===== src/hw/rtl/nrcc_pkg.sv =====
package nrcc_pkg;

  localparam int CHANNEL_BITS = 16;
  localparam int FRAC_BITS = 4;
  localparam int FIELD_W = 16;
  localparam int REG_W = 64;
  localparam int IDX_W = 3;

  // Sum of four squared channel differences, then the radicand after the fraction shift.
  localparam int SUM_W = 2 * CHANNEL_BITS + 2;
  localparam int RAD_W = SUM_W + 2 * FRAC_BITS;
  localparam int ROOT_W = RAD_W / 2;
  localparam int MAG_W = (ROOT_W > FIELD_W) ? ROOT_W : FIELD_W;
  localparam int ADJ_W = MAG_W + 1;
  localparam int STEP_W = $clog2(ROOT_W);

  typedef logic [2:0] colour_t;
  localparam colour_t COL_WHITE = 3'd0;
  localparam colour_t COL_BLACK = 3'd1;
  localparam colour_t COL_BLUE = 3'd2;
  localparam colour_t COL_SHINY = 3'd3;
  localparam colour_t COL_UNKNOWN = 3'd4;
  localparam colour_t COL_NOT_UPDATED = 3'd5;

  localparam logic [IDX_W-1:0] REG_WHITE = 3'd0;
  localparam logic [IDX_W-1:0] REG_BLACK = 3'd1;
  localparam logic [IDX_W-1:0] REG_BLUE = 3'd2;
  localparam logic [IDX_W-1:0] REG_SHINY = 3'd3;
  localparam logic [IDX_W-1:0] REG_RADII = 3'd4;
  localparam logic [IDX_W-1:0] REG_MAX = 3'd5;

  localparam logic [REG_W-1:0] RADII_RESET = 64'd90071992547410400;
  localparam logic [REG_W-1:0] MAX_RESET = 64'd315256784300278560;

  typedef struct packed {
    logic       capture;
    logic       acc_clear;
    logic       acc_en;
    logic [1:0] chan;
    logic [1:0] scan;
    logic       root_load;
    logic       root_step;
    logic       pick;
    logic       override;
    logic       limit;
    logic       emit;
  } cmd_t;

  typedef struct packed {
    logic out_free;
  } stat_t;

  // References are scanned in tie-break order.
  function automatic colour_t scan_code(input logic [1:0] k);
    colour_t c;
    case (k)
      2'd0: c = COL_BLACK;
      2'd1: c = COL_BLUE;
      2'd2: c = COL_WHITE;
      default: c = COL_SHINY;
    endcase
    return c;
  endfunction

  function automatic logic [FIELD_W-1:0] field16(input logic [REG_W-1:0] w,
                                                 input logic [1:0] i);
    return w[FIELD_W*i +: FIELD_W];
  endfunction

endpackage


===== src/hw/rtl/nrcc_in_if.sv =====
interface nrcc_in_if;
  logic        valid;
  logic        ready;
  logic [15:0] red_value;
  logic [15:0] green_value;
  logic [15:0] blue_value;
  logic [15:0] clear_value;
  logic        fresh;
  modport source(output valid, red_value, green_value, blue_value, clear_value, fresh,
                 input ready);
  modport sink(input valid, red_value, green_value, blue_value, clear_value, fresh,
               output ready);
endinterface


===== src/hw/rtl/nrcc_out_if.sv =====
interface nrcc_out_if;
  logic       valid;
  logic       ready;
  logic [2:0] floor_code;
  logic [2:0] last_known_code;
  modport source(output valid, floor_code, last_known_code, input ready);
  modport sink(input valid, floor_code, last_known_code, output ready);
endinterface


===== src/hw/rtl/nrcc_ctrl.sv =====
module nrcc_ctrl (
  input  logic          clk,
  input  logic          rst,
  input  logic          in_valid,
  input  logic          in_fresh,
  output logic          in_ready,
  input  nrcc_pkg::stat_t stat,
  output nrcc_pkg::cmd_t  cmd
);
  import nrcc_pkg::*;

  typedef enum logic [7:0] {
    S_IDLE     = 8'b0000_0001,
    S_ACCUM    = 8'b0000_0010,
    S_RLOAD    = 8'b0000_0100,
    S_ROOT     = 8'b0000_1000,
    S_PICK     = 8'b0001_0000,
    S_OVERRIDE = 8'b0010_0000,
    S_LIMIT    = 8'b0100_0000,
    S_FINISH   = 8'b1000_0000
  } state_t;

  state_t state, state_next;
  logic [1:0] chan, chan_next;
  logic [1:0] scan, scan_next;
  logic [STEP_W-1:0] step, step_next;

  assign in_ready = (state == S_IDLE);

  always_comb begin
    state_next = state;
    chan_next = chan;
    scan_next = scan;
    step_next = step;
    cmd = '0;
    cmd.chan = chan;
    cmd.scan = scan;
    case (state)
      S_IDLE: begin
        if (in_valid) begin
          cmd.capture = 1'b1;
          cmd.acc_clear = 1'b1;
          chan_next = 2'd0;
          scan_next = 2'd0;
          state_next = in_fresh ? S_ACCUM : S_FINISH;
        end
      end
      S_ACCUM: begin
        cmd.acc_en = 1'b1;
        chan_next = chan + 2'd1;
        if (chan == 2'd3) state_next = S_RLOAD;
      end
      S_RLOAD: begin
        cmd.root_load = 1'b1;
        step_next = '0;
        state_next = S_ROOT;
      end
      S_ROOT: begin
        cmd.root_step = 1'b1;
        step_next = step + STEP_W'(1);
        if (step == STEP_W'(ROOT_W - 1)) state_next = S_PICK;
      end
      S_PICK: begin
        cmd.pick = 1'b1;
        cmd.acc_clear = 1'b1;
        scan_next = scan + 2'd1;
        state_next = (scan == 2'd3) ? S_OVERRIDE : S_ACCUM;
      end
      S_OVERRIDE: begin
        cmd.override = 1'b1;
        state_next = S_LIMIT;
      end
      S_LIMIT: begin
        cmd.limit = 1'b1;
        state_next = S_FINISH;
      end
      S_FINISH: begin
        if (stat.out_free) begin
          cmd.emit = 1'b1;
          state_next = S_IDLE;
        end
      end
      default: state_next = S_IDLE;
    endcase
  end

  always_ff @(posedge clk) begin
    if (rst) begin
      state <= S_IDLE;
      chan <= '0;
      scan <= '0;
      step <= '0;
    end else begin
      state <= state_next;
      chan <= chan_next;
      scan <= scan_next;
      step <= step_next;
    end
  end

endmodule


===== src/hw/rtl/nrcc_datapath.sv =====
module nrcc_datapath (
  input  logic                          clk,
  input  logic                          rst,
  input  logic                          cfg_we,
  input  logic [nrcc_pkg::IDX_W-1:0]    cfg_index,
  input  logic [nrcc_pkg::REG_W-1:0]    cfg_data,
  input  logic [15:0]                   red_value,
  input  logic [15:0]                   green_value,
  input  logic [15:0]                   blue_value,
  input  logic [15:0]                   clear_value,
  input  nrcc_pkg::cmd_t                cmd,
  output nrcc_pkg::stat_t               stat,
  input  logic                          out_ready,
  output logic                          out_valid,
  output logic [2:0]                    floor_code,
  output logic [2:0]                    last_known_code
);
  import nrcc_pkg::*;

  logic [REG_W-1:0] refs [4];
  logic [REG_W-1:0] radii, maxd;
  logic [CHANNEL_BITS-1:0] rd [4];
  logic [SUM_W-1:0] acc;
  logic [RAD_W-1:0] rad;
  logic [ROOT_W+1:0] rem;
  logic [ROOT_W-1:0] root;
  colour_t best_code, held, known;
  logic signed [ADJ_W-1:0] best_adj, white_adj;
  logic [MAG_W-1:0] best_dist, white_dist;

  colour_t cur_code;
  logic [CHANNEL_BITS-1:0] a, b, d;
  logic [2*CHANNEL_BITS-1:0] sq;
  logic [ROOT_W+1:0] rem_sh, trial;
  logic [MAG_W-1:0] dist_ext;
  logic signed [ADJ_W-1:0] adj;
  logic [MAG_W:0] limit_val;

  assign cur_code = scan_code(cmd.scan);
  assign a = rd[cmd.chan];
  assign b = CHANNEL_BITS'(field16(refs[cur_code[1:0]], cmd.chan));
  assign d = (a > b) ? a - b : b - a;
  assign sq = d * d;

  assign rem_sh = {rem[ROOT_W-1:0], rad[RAD_W-1 -: 2]};
  assign trial = {root, 2'b01};

  assign dist_ext = MAG_W'(root);
  assign adj = $signed({1'b0, dist_ext})
             - $signed({1'b0, MAG_W'(field16(radii, cur_code[1:0]))});

  assign limit_val = (MAG_W + 1)'(field16(maxd, best_code[1:0]))
                   + (MAG_W + 1)'(field16(radii, best_code[1:0]));

  assign stat.out_free = !out_valid || out_ready;

  always_ff @(posedge clk) begin
    if (rst) begin
      refs[0] <= '0;
      refs[1] <= '0;
      refs[2] <= '0;
      refs[3] <= '0;
      radii <= RADII_RESET;
      maxd <= MAX_RESET;
    end else if (cfg_we) begin
      case (cfg_index)
        REG_WHITE: refs[0] <= cfg_data;
        REG_BLACK: refs[1] <= cfg_data;
        REG_BLUE:  refs[2] <= cfg_data;
        REG_SHINY: refs[3] <= cfg_data;
        REG_RADII: radii <= cfg_data;
        REG_MAX:   maxd <= cfg_data;
        default: ;
      endcase
    end
  end

  always_ff @(posedge clk) begin
    if (cmd.capture) begin
      rd[0] <= red_value[CHANNEL_BITS-1:0];
      rd[1] <= green_value[CHANNEL_BITS-1:0];
      rd[2] <= blue_value[CHANNEL_BITS-1:0];
      rd[3] <= clear_value[CHANNEL_BITS-1:0];
    end
    if (cmd.acc_clear) acc <= '0;
    else if (cmd.acc_en) acc <= acc + SUM_W'(sq);
    // One result bit per cycle: restoring square root over bit pairs.
    if (cmd.root_load) begin
      rad <= {acc, (2*FRAC_BITS)'(0)};
      rem <= '0;
      root <= '0;
    end else if (cmd.root_step) begin
      rad <= {rad[RAD_W-3:0], 2'b00};
      if (rem_sh >= trial) begin
        rem <= rem_sh - trial;
        root <= {root[ROOT_W-2:0], 1'b1};
      end else begin
        rem <= rem_sh;
        root <= {root[ROOT_W-2:0], 1'b0};
      end
    end
    // Strict compare keeps the earlier reference on ties.
    if (cmd.pick) begin
      if (cmd.scan == 2'd0 || adj < best_adj) begin
        best_adj <= adj;
        best_code <= cur_code;
        best_dist <= dist_ext;
      end
      if (cur_code == COL_WHITE) begin
        white_adj <= adj;
        white_dist <= dist_ext;
      end
    end
    if (cmd.override && best_code == COL_SHINY &&
        white_adj <= $signed({1'b0, MAG_W'(field16(maxd, 2'd0))})) begin
      best_code <= COL_WHITE;
      best_dist <= white_dist;
    end
  end

  always_ff @(posedge clk) begin
    if (rst) begin
      held <= COL_NOT_UPDATED;
      known <= COL_NOT_UPDATED;
      out_valid <= 1'b0;
    end else begin
      if (cmd.limit) begin
        if ({1'b0, best_dist} <= limit_val) begin
          held <= best_code;
          known <= best_code;
        end else begin
          held <= COL_UNKNOWN;
        end
      end
      if (cmd.emit) out_valid <= 1'b1;
      else if (out_ready) out_valid <= 1'b0;
    end
  end

  always_ff @(posedge clk) begin
    if (cmd.emit) begin
      floor_code <= held;
      last_known_code <= known;
    end
  end

endmodule


===== src/hw/rtl/nearest_reference_colour_classifier_top.sv =====
// Channel   Direction  Word
// in_ch     sink       red, green, blue, clear counts and fresh flag
// out_ch    source     floor_code, last_known_code
// cfg       write      cfg_we, cfg_index, cfg_data (six 64-bit registers)
//
// For a fresh word, each reference needs a multiply-accumulate for each of the four channels,
// a root load, one root step per result bit and a pick; then override, limit and emit follow.
// A word that is not fresh goes straight to emit. One word is in flight at a time.
// Reset is synchronous; a result waits in the output register while out_ch stalls.
module nearest_reference_colour_classifier_top (
  input  logic                        clk,
  input  logic                        rst,
  input  logic                        cfg_we,
  input  logic [nrcc_pkg::IDX_W-1:0]  cfg_index,
  input  logic [nrcc_pkg::REG_W-1:0]  cfg_data,
  nrcc_in_if.sink                     in_ch,
  nrcc_out_if.source                  out_ch
);
  import nrcc_pkg::*;

  cmd_t cmd;
  stat_t stat;
  logic in_ready;

  assign in_ch.ready = in_ready;

  nrcc_ctrl u_ctrl (
    .clk(clk),
    .rst(rst),
    .in_valid(in_ch.valid),
    .in_fresh(in_ch.fresh),
    .in_ready(in_ready),
    .stat(stat),
    .cmd(cmd)
  );

  nrcc_datapath u_dp (
    .clk(clk),
    .rst(rst),
    .cfg_we(cfg_we),
    .cfg_index(cfg_index),
    .cfg_data(cfg_data),
    .red_value(in_ch.red_value),
    .green_value(in_ch.green_value),
    .blue_value(in_ch.blue_value),
    .clear_value(in_ch.clear_value),
    .cmd(cmd),
    .stat(stat),
    .out_ready(out_ch.ready),
    .out_valid(out_ch.valid),
    .floor_code(out_ch.floor_code),
    .last_known_code(out_ch.last_known_code)
  );

endmodule

===== src/flat_wrapper.sv =====
// flat-port wrapper written by rule: the top's interface ports become plain ports
module nearest_reference_colour_classifier_top_flat import nrcc_pkg::*;
  (clk, rst, cfg_we, cfg_index, cfg_data, in_ch_valid, in_ch_red_value, in_ch_green_value, in_ch_blue_value, in_ch_clear_value, in_ch_fresh, in_ch_ready, out_ch_valid, out_ch_floor_code, out_ch_last_known_code, out_ch_ready);
  nrcc_in_if in_ch_i ();
  nrcc_out_if out_ch_i ();
  input  logic clk;
  input  logic rst;
  input  logic cfg_we;
  input  logic [nrcc_pkg::IDX_W-1:0] cfg_index;
  input  logic [nrcc_pkg::REG_W-1:0] cfg_data;
  input wire logic [$bits(in_ch_i.valid)-1:0] in_ch_valid;
  input wire logic [$bits(in_ch_i.red_value)-1:0] in_ch_red_value;
  input wire logic [$bits(in_ch_i.green_value)-1:0] in_ch_green_value;
  input wire logic [$bits(in_ch_i.blue_value)-1:0] in_ch_blue_value;
  input wire logic [$bits(in_ch_i.clear_value)-1:0] in_ch_clear_value;
  input wire logic [$bits(in_ch_i.fresh)-1:0] in_ch_fresh;
  output wire logic [$bits(in_ch_i.ready)-1:0] in_ch_ready;
  output wire logic [$bits(out_ch_i.valid)-1:0] out_ch_valid;
  output wire logic [$bits(out_ch_i.floor_code)-1:0] out_ch_floor_code;
  output wire logic [$bits(out_ch_i.last_known_code)-1:0] out_ch_last_known_code;
  input wire logic [$bits(out_ch_i.ready)-1:0] out_ch_ready;
  assign in_ch_i.valid = in_ch_valid;
  assign in_ch_i.red_value = in_ch_red_value;
  assign in_ch_i.green_value = in_ch_green_value;
  assign in_ch_i.blue_value = in_ch_blue_value;
  assign in_ch_i.clear_value = in_ch_clear_value;
  assign in_ch_i.fresh = in_ch_fresh;
  assign in_ch_ready = in_ch_i.ready;
  assign out_ch_valid = out_ch_i.valid;
  assign out_ch_floor_code = out_ch_i.floor_code;
  assign out_ch_last_known_code = out_ch_i.last_known_code;
  assign out_ch_i.ready = out_ch_ready;
  nearest_reference_colour_classifier_top u_core (.clk(clk), .rst(rst), .cfg_we(cfg_we), .cfg_index(cfg_index), .cfg_data(cfg_data), .in_ch(in_ch_i), .out_ch(out_ch_i));
endmodule

===== config.mk =====
export PLATFORM = sky130hd
export DESIGN_NAME = nearest_reference_colour_classifier_top_flat
export DESIGN_NICKNAME = d
export VERILOG_FILES = /design/src/hw/rtl/nrcc_pkg.sv /design/src/hw/rtl/nrcc_in_if.sv /design/src/hw/rtl/nrcc_out_if.sv /design/src/hw/rtl/nrcc_ctrl.sv /design/src/hw/rtl/nrcc_datapath.sv /design/src/hw/rtl/nearest_reference_colour_classifier_top.sv /design/src/flat_wrapper.sv
export SDC_FILE = /design/constraint.sdc
export NUM_CORES = 2
export LEC_CHECK = 0
export CAP_MARGIN = 5
export CORE_MARGIN = 8
export CORE_UTILIZATION = 35
export CTS_CLUSTER_SIZE = 40
export DETAILED_ROUTE_END_ITERATION = 7
export DONT_BUFFER_PORTS = 1
export PLACE_DENSITY = 0.48
export SYNTH_ARGS = -nofsm -noshare
export SYNTH_HDL_FRONTEND = slang
export SYNTH_SLANG_ARGS = --single-unit

===== constraint.sdc =====
create_clock -name clk -period 27.2 [get_ports clk]
set_input_delay 5.44 -clock clk [delete_from_list [all_inputs] [get_ports clk]]
set_output_delay 5.44 -clock clk [all_outputs]
set_load 0.005 [all_outputs]

==> results.json <==
{
  "critical_path_required_ns": 27.69,
  "synthToLayoutAreaGrowth_pct": 10.97,
  "synth_area_um2": 41420,
  "rows": 126,
  "hold_path.class": "reg -> reg",
  "setup_viol": 0,
  "period_needed_ns": 12.70,
  "core_um2": 117800,
  "fmax_mhz": 78.72,
  "die_width_um": 360.0,
  "synth_fp_nets": 4361,
  "holdBufCountCts": 0,
  "numCtsBuffers": 81,
  "critical-path-max-stage-delay_ns": 0.66,
  "worstSetupEndpointType": "register",
  "cts_tree": "done",
  "ys_types": 85,
  "cts_root_buffer": "clkbuf_16",
  "synth.top_cells.by_count": "nand2_1 (517), inv_1 (453), edfxtp_1 (446)",
  "yosys_warnings": 0,
  "fin_skew_ns": 0.06917,
  "async_flop_share_pct": 0,
  "startpoint_type": "register",
  "seq_area_frac_synth_pct": 43.55,
  "path_class": "reg -> reg",
  "grt_antenna_before_repair": 3,
  "grt_max_degree": 139,
  "die_h_um": 360.0,
  "first_pass_iters": 7,
  "place.gp.congestion": 0.8157,
  "whs_ns": 0.4312,
  "drc": 0,
  "wl_per_cell_um": 21.61,
  "ant_nets": 0,
  "rsz0062_at_grt": "no",
  "synth_cells": 3772,
  "slew_headroom_pct": 14.18,
  "drv_slew": 0,
  "finalCritPeriodShare_pct": 46.70,
  "post_cts_buffers": 0,
  "vias": 26909,
  "wirelength_um": 115300,
  "arrival_ns": 13.19,
  "synth.most_common_cell": "nand2_1",
  "tightest_slew_ns": 1.281,
  "portBuffers": 0,
  "fin_nets": 4319,
  "synthFlopType": "edfxtp_1",
  "drive_above_1_share_pct": 11.03,
  "num_io_pins": 145,
  "drtIter0Drc": 1725,
  "yosysTopAreaCellShare_pct": 32.33,
  "htreeDepth": 3,
  "cp_slowest_cell": "buf_4",
  "initial_core_util_pct": 35.17,
  "clock-sinks": 678,
  "grt_pass1_wl_um": 176900,
  "grt_pass1_vias": 28113,
  "netlist.top_cell.by_area": "edfxtp_1",
  "cts_buffer_depth": 3,
  "path_clk_slew_ns": 0.06,
  "tns_ns": 0,
  "synth.avg_cell_area_um2": 10.98,
  "max-cap-violations": 0,
  "crit_fanout": 33,
  "cp_common_cell": "inv_1",
  "outcome": "finished, final reports clean",
  "worstSkewPairLatency_ns": 0.69,
  "grtUsageTotal_pct": 17.71,
  "globalRoute.totalOverflow": 0,
  "vias_per_cell": 5.043,
  "synth_enable_flop_cells": 446,
  "dpl.hpwl_um": 81850,
  "hold_viol": 0,
  "die_area_um2": 129600,
  "ctsResizeCount": 0,
  "synth_area_leaders": "edfxtp_1 (32%), dfxtp_1 (11%), fa_1 (9.6%)",
  "ys_ff_latch": 678
}
## cell families after synthesis
kind of cell / share of synthesized area [%]
simple gates: 13.43
flops: 43.55
buf+inv: 5.830
compound gates: 8.355
fa+ha+maj: 17.24
mux: 9.295
xor+xnor: 2.299
## placed cells by master (no fill, tap or decap), drive strengths merged, types with 38 or more instances in the layout
master | netlist | routed
nand3 | 38 | 38
inv | 460 | 462
nor2 | 143 | 143
dfxtp | 232 | 232
edfxtp | 446 | 446
a21o | 51 | 51
a21oi | 265 | 265
buf | 47 | 39
and2 | 283 | 283
fa | 198 | 198
xnor2 | 63 | 63
clkbuf | 117 | 105
o21ai | 101 | 101
nand2 | 519 | 519
ha | 254 | 254
mux2 | 38 | 38
mux4 | 144 | 144
## cell type report
cell class                 count  area (µm²)
tap                         1536        1922
multi-input combinational   2469       21110
inverter                     461        1730
fill                       11499       71800
clock inverter                47       629.4
antenna                        1       2.502
timing repair buffer          39       305.3
clock buffer                 105        2228
sequential                   678       18040
## sequential cells by signal (all words and copies together), names as in the netlist, named ones only
name and cells:
u_core.u_ctrl.state 8, u_core.u_dp.known 3, u_core.u_dp.white_adj 22, u_core.u_dp.floor_code 3
u_core.u_dp.white_dist 21, u_core.u_ctrl.chan 2, u_core.u_dp.best_adj 22, u_core.u_dp.dist_ext 21
u_core.u_dp.radii 64, u_core.u_ctrl.step 5, u_core.u_dp.last_known_code 3, u_core.u_ctrl.scan 2
u_core.u_dp.rd 64, u_core.u_dp.out_valid 1, u_core.u_dp.held 3, u_core.u_dp.acc 34
u_core.u_dp.refs 256, u_core.u_dp.rad 34, u_core.u_dp.rem 21, u_core.u_dp.maxd 64
u_core.u_dp.best_dist 21, u_core.u_dp.best_code 2
## per-stage QoR
step           setup slack (ns)  area [µm²]  instances  util, %
3_3_place_gp              14.55       43110       5183    36.60
6_report                  14.50       45970       5336    39.03
5_1_grt                   13.52       45960       5335    39.03
2_1_floorplan             16.73       41420       3772        -
4_1_cts                   14.38       45960       5335    39.03
3_5_place_dp              14.46       43110       5183    36.60
## per-layer routing
metal  track usage (%)  part of all wire (%)  vias to the layer above
met5                 0                     0                        -
met4             5.576                   3.3                        0
met3             3.402                   4.5                      170
met2             31.65                    50                      472
met1             21.50                    42                    13409
li1                  -                     -                    12858
## worst max-delay path: cells and delay by family, from the launching register on
kind                       cells  cell delay (ns)
adders and majority gates      9             4.65
xor gates and xnor gates       2             0.70
AOI/OAI and AO/OA              8             1.95
muxes                          3             1.60
and+or+nand+nor                4             1.06
DFF                            1             0.36
buffers and inverters         11             2.13
## path summary, 6_finish.rpt
| check | from | endpoint | slack [ns] | depth (start not counted) |
|---|---|---|---|---|
| max | u_core.u_ctrl.scan[0] | u_core.u_dp.acc[32] | 14.50 | 37 |
| min | u_core.u_dp.known[1] | u_core.u_dp.last_known_code[1] | 0.43 | 0 |
| max reg2reg | u_core.u_ctrl.scan[0] | u_core.u_dp.acc[32] | 14.50 | 37 |
| min reg2reg | u_core.u_dp.known[1] | u_core.u_dp.last_known_code[1] | 0.43 | 0 |
Power is left out: the tool's default activity adds up to more than one toggle a clock period on the data nets, which glitch-free logic cannot reach.
